===== config.mk =====
export PLATFORM = sky130hd
export DESIGN_NAME = angle_tripod_gait_sequencer
export DESIGN_NICKNAME = d
export VERILOG_FILES = /design/src/design/atgs_pkg.sv /design/src/design/atgs_reduce.sv /design/src/design/atgs_core.sv /design/src/design/angle_tripod_gait_sequencer.sv
export SDC_FILE = /design/constraint.sdc
export NUM_CORES = 2
export LEC_CHECK = 0
export ABC_AREA = 1
export BUFFER_PORTS_ARGS = -buffer_cell sky130_fd_sc_hd__buf_2
export CAP_MARGIN = 20
export CORE_MARGIN = 1.5
export CORE_UTILIZATION = 50
export CTS_BUF_LIST = sky130_fd_sc_hd__clkbuf_4 sky130_fd_sc_hd__clkbuf_8
export DETAILED_ROUTE_END_ITERATION = 7
export PLACE_DENSITY = 0.67
export SLEW_MARGIN = 30
export SYNTH_ARGS = -nofsm -noshare
export SYNTH_HDL_FRONTEND = slang
export SYNTH_SLANG_ARGS = --single-unit
export TNS_END_PERCENT = 50

===== constraint.sdc =====
create_clock -name i_clk -period 21.8 [get_ports i_clk]
set_input_delay 0 -clock i_clk [delete_from_list [all_inputs] [get_ports i_clk]]
set_output_delay 0 -clock i_clk [all_outputs]
set_load 0.005 [all_outputs]

===== src/design/atgs_pkg.sv =====
// ----------------------------------------------------------------------------
// atgs_pkg
// Types, constants and helpers shared by the tripod gait sequencer modules.
// ----------------------------------------------------------------------------
`default_nettype none

package atgs_pkg;

    localparam int LEGS    = 6;
    localparam int RAW_W   = 16;
    localparam int MAG_W   = 16;
    localparam int ANG_W   = 9;
    localparam int SPD_W   = 8;
    localparam int PHASE_W = 3;
    localparam int CFG_W   = 9;
    localparam int IDX_W   = 2;

    localparam int IN_TDATA_W  = LEGS * RAW_W;
    localparam int OUT_FIELD_W = LEGS * SPD_W + PHASE_W;
    localparam int OUT_TDATA_W = ((OUT_FIELD_W + 7) / 8) * 8;

    // mod 360 by reciprocal: floor(mag * RECIP / 2^RECIP_SHIFT) is exact for mag <= 32768
    localparam logic [MAG_W-1:0] RECIP       = 16'd46604;
    localparam int               RECIP_SHIFT = 24;
    localparam int               QUOT_W      = 7;

    localparam logic [SPD_W-1:0] FAST_SPEED_RST   = 8'd15;
    localparam logic [SPD_W-1:0] SLOW_SPEED_RST   = 8'd7;
    localparam logic [ANG_W-1:0] STAND_ANGLE_RST  = 9'd130;
    localparam logic [ANG_W-1:0] SWITCH_ANGLE_RST = 9'd220;

    // register indexes
    localparam logic [IDX_W-1:0] REG_FAST_SPEED   = 2'd0;
    localparam logic [IDX_W-1:0] REG_SLOW_SPEED   = 2'd1;
    localparam logic [IDX_W-1:0] REG_STAND_ANGLE  = 2'd2;
    localparam logic [IDX_W-1:0] REG_SWITCH_ANGLE = 2'd3;

    // tripods: legs 1,3,5 and legs 2,4,6
    localparam logic [LEGS-1:0] TRI_ODD  = 6'b010101;
    localparam logic [LEGS-1:0] TRI_EVEN = 6'b101010;

    typedef enum logic [4:0] {
        PH_START = 5'b00001,
        PH_1     = 5'b00010,
        PH_2     = 5'b00100,
        PH_3     = 5'b01000,
        PH_4     = 5'b10000
    } t_phase;

    localparam logic [PHASE_W-1:0] CODE_START = 3'd0;
    localparam logic [PHASE_W-1:0] CODE_1     = 3'd1;
    localparam logic [PHASE_W-1:0] CODE_2     = 3'd2;
    localparam logic [PHASE_W-1:0] CODE_3     = 3'd3;
    localparam logic [PHASE_W-1:0] CODE_4     = 3'd4;

    typedef struct packed {
        logic [SPD_W-1:0] fast_speed;
        logic [SPD_W-1:0] slow_speed;
        logic [ANG_W-1:0] stand_angle;
        logic [ANG_W-1:0] switch_angle;
    } t_cfg;

    typedef logic [LEGS-1:0][ANG_W-1:0] t_ang_vec;
    typedef logic [LEGS-1:0][SPD_W-1:0] t_spd_vec;

    function automatic logic [PHASE_W-1:0] phase_code(input t_phase ph);
        logic [PHASE_W-1:0] code;
        unique case (ph)
            PH_1:    code = CODE_1;
            PH_2:    code = CODE_2;
            PH_3:    code = CODE_3;
            PH_4:    code = CODE_4;
            default: code = CODE_START;
        endcase
        return code;
    endfunction

endpackage

`default_nettype wire


===== src/design/atgs_reduce.sv =====
// ----------------------------------------------------------------------------
// atgs_reduce
// Reduces one signed leg angle to its magnitude modulo 360 degrees.
// ----------------------------------------------------------------------------
`default_nettype none

module atgs_reduce
    import atgs_pkg::*;
(
    input  wire logic [RAW_W-1:0] i_raw,
    output logic      [ANG_W-1:0] o_ang
);

    logic [MAG_W-1:0]   mag;
    logic [2*MAG_W-1:0] prod;
    logic [QUOT_W-1:0]  quot;
    logic [MAG_W-1:0]   sub;
    logic [MAG_W-1:0]   rem;

    // two's complement magnitude, most negative value gives 32768
    assign mag  = i_raw[RAW_W-1] ? (~i_raw + 1'b1) : i_raw;
    assign prod = mag * RECIP;
    assign quot = prod[RECIP_SHIFT +: QUOT_W];
    // quot * 360 as shifts and adds
    assign sub  = (MAG_W'(quot) << 8) + (MAG_W'(quot) << 6)
                + (MAG_W'(quot) << 5) + (MAG_W'(quot) << 3);
    assign rem  = mag - sub;
    assign o_ang = rem[ANG_W-1:0];

endmodule

`default_nettype wire


===== src/design/atgs_core.sv =====
// ----------------------------------------------------------------------------
// atgs_core
// Gait phase and done flags, with the speed command of each leg per tick.
// ----------------------------------------------------------------------------
`default_nettype none

module atgs_core
    import atgs_pkg::*;
(
    input  wire logic               i_clk,
    input  wire logic               i_rst_n,
    input  wire logic               i_step,
    input  wire t_cfg               i_cfg,
    input  wire t_ang_vec           i_ang,
    output t_spd_vec                o_spd,
    output logic      [PHASE_W-1:0] o_phase
);

    t_phase           r_phase, n_phase;
    logic [LEGS-1:0]  r_done, n_done;
    t_phase           adv_phase;
    logic [LEGS-1:0]  group;
    logic [LEGS-1:0]  hit;
    logic [SPD_W-1:0] speed;
    logic [ANG_W-1:0] target;

    always_comb begin
        n_phase   = r_phase;
        n_done    = r_done;
        adv_phase = PH_4;
        group     = '0;
        speed     = '0;
        target    = '0;
        unique case (r_phase)
            PH_1: begin
                group     = TRI_EVEN;
                speed     = i_cfg.fast_speed;
                target    = i_cfg.stand_angle;
                adv_phase = PH_2;
            end
            PH_2: begin
                group     = TRI_ODD;
                speed     = i_cfg.slow_speed;
                target    = i_cfg.switch_angle;
                adv_phase = PH_3;
            end
            PH_3: begin
                group     = TRI_ODD;
                speed     = i_cfg.fast_speed;
                target    = i_cfg.stand_angle;
                adv_phase = PH_4;
            end
            PH_4: begin
                group     = TRI_EVEN;
                speed     = i_cfg.slow_speed;
                target    = i_cfg.switch_angle;
                adv_phase = PH_1;
            end
            default: begin
                adv_phase = PH_4;
            end
        endcase

        for (int i = 0; i < LEGS; i++) begin
            hit[i]   = (i_ang[i] == target);
            o_spd[i] = (group[i] && !hit[i]) ? speed : '0;
        end

        if (r_phase == PH_START) begin
            n_phase = PH_4;
        end else begin
            n_done = r_done | (group & hit);
            if ((n_done & group) == group) begin
                n_done  = n_done & ~group;
                n_phase = adv_phase;
            end
        end
    end

    assign o_phase = phase_code(n_phase);

    always_ff @(posedge i_clk) begin
        if (!i_rst_n) begin
            r_phase <= PH_START;
            r_done  <= '0;
        end else if (i_step) begin
            r_phase <= n_phase;
            r_done  <= n_done;
        end
    end

endmodule

`default_nettype wire


===== src/design/angle_tripod_gait_sequencer.sv =====
// ----------------------------------------------------------------------------
// angle_tripod_gait_sequencer
// Tripod gait sequencer: leg angles in, leg speed commands and phase out.
// ----------------------------------------------------------------------------
// Usage:
//   s_axis carries one tick of six signed 16-bit leg angles; m_axis returns
//   one result per tick with six 8-bit leg speeds and the 3-bit gait phase.
//   The configuration port writes fast/slow speed and stand/switch angle by
//   index; write it only while no transfer is in flight.
// Pipeline: input register, then result register driving m_axis_tvalid. The angle
//   reduction (magnitude mod 360 by a constant reciprocal multiply) sits in
//   front of the input register; compare and phase logic sit between the
//   input register and the result register.
// Throughput: one tick per cycle while the result is not stalled; the phase
//   state is updated in the same cycle that the result register loads.
// Reset: synchronous active low; phase returns to start, done flags clear,
//   registers return to 15, 7, 130, 220, both pipeline stages empty.
// Stall: while m_axis_tready is low the result holds; one more tick can wait
//   in the input register before s_axis_tready drops.
// ----------------------------------------------------------------------------
`default_nettype none

module angle_tripod_gait_sequencer
    import atgs_pkg::*;
(
    input  wire logic                   i_clk,
    input  wire logic                   i_rst_n,
    input  wire logic                   i_cfg_we,
    input  wire logic [IDX_W-1:0]       i_cfg_idx,
    input  wire logic [CFG_W-1:0]       i_cfg_data,
    input  wire logic                   s_axis_tvalid,
    output logic                        s_axis_tready,
    // leg1_angle..leg6_angle, 16 bits each
    input  wire logic [IN_TDATA_W-1:0]  s_axis_tdata,
    output logic                        m_axis_tvalid,
    input  wire logic                   m_axis_tready,
    // leg1_speed..leg6_speed (8 bits each), gait_phase (3 bits), zero pad
    output logic      [OUT_TDATA_W-1:0] m_axis_tdata
);

    t_cfg               r_cfg;
    logic               r_in_valid;
    t_ang_vec           r_ang;
    t_ang_vec           ang_red;
    logic               r_out_valid;
    t_spd_vec           r_spd;
    logic [PHASE_W-1:0] r_phase_out;
    t_spd_vec           spd;
    logic [PHASE_W-1:0] phase_out;
    logic               out_free;
    logic               step;
    logic               in_xfer;

    always_ff @(posedge i_clk) begin
        if (!i_rst_n) begin
            r_cfg.fast_speed   <= FAST_SPEED_RST;
            r_cfg.slow_speed   <= SLOW_SPEED_RST;
            r_cfg.stand_angle  <= STAND_ANGLE_RST;
            r_cfg.switch_angle <= SWITCH_ANGLE_RST;
        end else if (i_cfg_we) begin
            unique case (i_cfg_idx)
                REG_FAST_SPEED:   r_cfg.fast_speed   <= i_cfg_data[SPD_W-1:0];
                REG_SLOW_SPEED:   r_cfg.slow_speed   <= i_cfg_data[SPD_W-1:0];
                REG_STAND_ANGLE:  r_cfg.stand_angle  <= i_cfg_data[ANG_W-1:0];
                REG_SWITCH_ANGLE: r_cfg.switch_angle <= i_cfg_data[ANG_W-1:0];
                default: ;
            endcase
        end
    end

    for (genvar g = 0; g < LEGS; g++) begin : g_leg
        atgs_reduce u_reduce (
            .i_raw (s_axis_tdata[g*RAW_W +: RAW_W]),
            .o_ang (ang_red[g])
        );
    end

    assign out_free      = !r_out_valid || m_axis_tready;
    assign step          = r_in_valid && out_free;
    assign s_axis_tready = !r_in_valid || out_free;
    assign in_xfer       = s_axis_tvalid && s_axis_tready;

    always_ff @(posedge i_clk) begin
        if (!i_rst_n) begin
            r_in_valid <= 1'b0;
        end else if (s_axis_tready) begin
            r_in_valid <= s_axis_tvalid;
        end
    end

    always_ff @(posedge i_clk) begin
        if (in_xfer) begin
            r_ang <= ang_red;
        end
    end

    atgs_core u_core (
        .i_clk   (i_clk),
        .i_rst_n (i_rst_n),
        .i_step  (step),
        .i_cfg   (r_cfg),
        .i_ang   (r_ang),
        .o_spd   (spd),
        .o_phase (phase_out)
    );

    always_ff @(posedge i_clk) begin
        if (!i_rst_n) begin
            r_out_valid <= 1'b0;
        end else if (out_free) begin
            r_out_valid <= r_in_valid;
        end
    end

    always_ff @(posedge i_clk) begin
        if (step) begin
            r_spd       <= spd;
            r_phase_out <= phase_out;
        end
    end

    assign m_axis_tvalid = r_out_valid;
    assign m_axis_tdata  = {(OUT_TDATA_W - OUT_FIELD_W)'(0), r_phase_out, r_spd};

endmodule

`default_nettype wire


==> results_dict.tcl <==
set metrics [dict create \
    status "finished, final reports clean" \
    slowest_stage "xor2_1" \
    end_kind "flip-flop" \
    yosys_warnings 0 \
    fill_cells 6115 \
    cts_buffers 17 \
    cts_tree "yes" \
    synth_edf_count 105 \
    rows 93 \
    drt_wl_total_um 71200 \
    fin_area_um2 34800 \
    regArea_um2 4090 \
    hp-class "input port to flip-flop" \
    cts.sinks 152 \
    drt_first_pass_iters 5 \
    drc 0 \
    io_pins 170 \
    clock_skew_ps 13.0 \
    gp_congestion 0.907 \
    synth_area_um2 32300 \
    cts-root-buf "clkbuf_8" \
    cts_max_level 4 \
    die_w_um 257 \
    startpoint_type "input port" \
    synth.distinct_cells 40 \
    track_usage 0.222 \
    drv_cap 0 \
    syn_area_per_cell_um2 8.02 \
    dieArea_um2 66200 \
    portBuffers 164 \
    fin_cells 5096 \
    grt_pass1_vias 25800 \
    path_clk_slew_ps 100 \
    tightest_slew_ps 921 \
    crit_arrival_ps 8580 \
    vias 25500 \
    setup_violations 0 \
    drive_above_1_share 0.0613 \
    cp_max_fo 6 \
    cts_resized 0 \
    coreArea_um2 64200 \
    post_dp_cell_area_um2 34200 \
    initial_core_util 0.503 \
    final_common_cell "inv_1" \
    max_slew_margin 0.382 \
    grt_max_degree 56 \
    grt_pass1_wl_um 123000 \
    drtIter0Drc 1305 \
    ys_ff_latch 152 \
    multiInputGateArea_um2 24400 \
    gr-total-overflow 0 \
    synth_ff_type "edfxtp_1" \
    synthCells 4032 \
    period_needed_ps 8360 \
    fmax_ghz 0.120 \
    drv_slew 0 \
    fin_ws_ps 13440 \
    diodes 0 \
    required_ps 22020 \
    finalSetupTns_ps 0 \
    clockBufferDepth 2 \
    die_h_um 257 \
    hold_viol 0 \
    wl_per_cell_um 14.0 \
    finalCritPeriodShare 0.383 \
    crit_path_max_incr_delay_ps 630 \
    ant_nets 0 \
    antenna_found_initial 0 \
    post-place-ws_ps 12900 \
    hpwlAfterDp_um 62300 \
    area_growth_pct 7.57 \
    critPathKind "input port to flip-flop" \
    ys_seq_area_frac 0.127 \
    nNetsFinal 5356 \
    viasPerCell 5.01 \
    cpMostUsedCell "nand2_1" \
    final_cell_mix "985 x inv_1, 694 x nand2_1, 688 x ha_1" \
    grt_setup_unrepaired "no" \
    numPlacedInstances 5048 \
    clk_latency_ps 460 \
    async_reset_ff_frac 0 \
]
## cell usage after synthesis (all sizes together), types with 4 or more instances
library cell	number	area, um2
o21a	4	30.0
or2	17	106
nand3	168	861
inv	990	3720
o31ai	4	30.0
a22o	8	70.1
edfxtp	105	3150
nor4	19	119
a221oi	8	70.1
clkbuf	10	37.5
a21oi	161	806
buf	7	60.1
dfxtp	47	941
xor2	123	1080
nand2	716	2770
xnor2	44	385
nand4	36	225
o21ai	119	596
ha	688	8610
fa	328	6570
a31oi	11	68.8
nor3	45	225
o21bai	17	128
nand3b	45	338
o211ai	5	37.5
nor2	264	1000
clkinv	4	15.0
a21o	31	233
## area by class of cell
cell class                 count  share of cell area
clock buffer                  19             0.00716
tap                          855              0.0308
timing repair buffer         190              0.0304
clock inverter                13             0.00392
sequential                   152               0.118
inverter                     994               0.107
multi-input combinational   2873               0.703
## stage by stage
step	hold WS, ps	utilization
2_1_floorplan	126	-
3_3_place_gp	255	0.533
3_5_place_dp	264	0.533
4_1_cts	64.9	0.541
5_1_grt	113	0.541
6_report	95.9	0.541
## cells by family (layout without fill, tap and decap cells)
group / count (synthesis) / in the layout / synth area share
compound gates: 374 / 374 / 0.0654
fa+ha+maj: 1016 / 1016 / 0.469
xor+xnor: 167 / 167 / 0.0452
buf+inv: 1011 / 1216 / 0.118
simple gates: 1311 / 1311 / 0.175
other cells: 1 / 5 / 0.000116
flops: 152 / 152 / 0.127
## critical path: cells and delay by family
kind / cells / cell delay, ps
AO/OA/AOI/OAI: 3 / 730
XOR/XNOR: 3 / 1160
adder cells (fa/ha/maj): 11 / 3930
buffers and inverters: 7 / 510
AND/OR/NAND/NOR: 21 / 2230
## routing by layer
metal	wire [um]	vias to the layer above	GRT usage
met2	33300	487	0.381
li1	-	13100	-
met3	2130	61	0.0151
met5	0	-	0
met4	856	0	0.0351
met1	34900	11800	0.311
## flip-flops by register name (all words and copies together) (netlist names)
signal          flops
r_phase_out         3
m_axis_tvalid       1
r_in_valid          1
r_ang              54
m_axis_tdata       48
u_core.r_done       6
u_core.r_phase      5
r_cfg              34
## path summary, 6_finish.rpt
| kind | startpoint | endpoint | slack [ps] | cells past startpoint |
|---|---|---|---|---|
| max | s_axis_tdata[48] | r_ang[35] | 13440 | 45 |
| min | i_cfg_we | r_cfg[16] | 100 | 5 |
| max reg2reg | u_core.r_phase[3] | r_phase_out[0] | 18750 | 17 |
| min reg2reg | u_core.r_done[5] | u_core.r_done[5] | 470 | 2 |
## what timing repair did
action | CTS | global route
endpoints found under the setup margin | 0 | 0
buffers inserted | 0 | 0
hold endpoints to repair | 37 | 0
hold buffers | 16 | 0
Power is left out: the tool's default activity adds up to more than one toggle a clock period on the data nets, which glitch-free logic cannot reach.
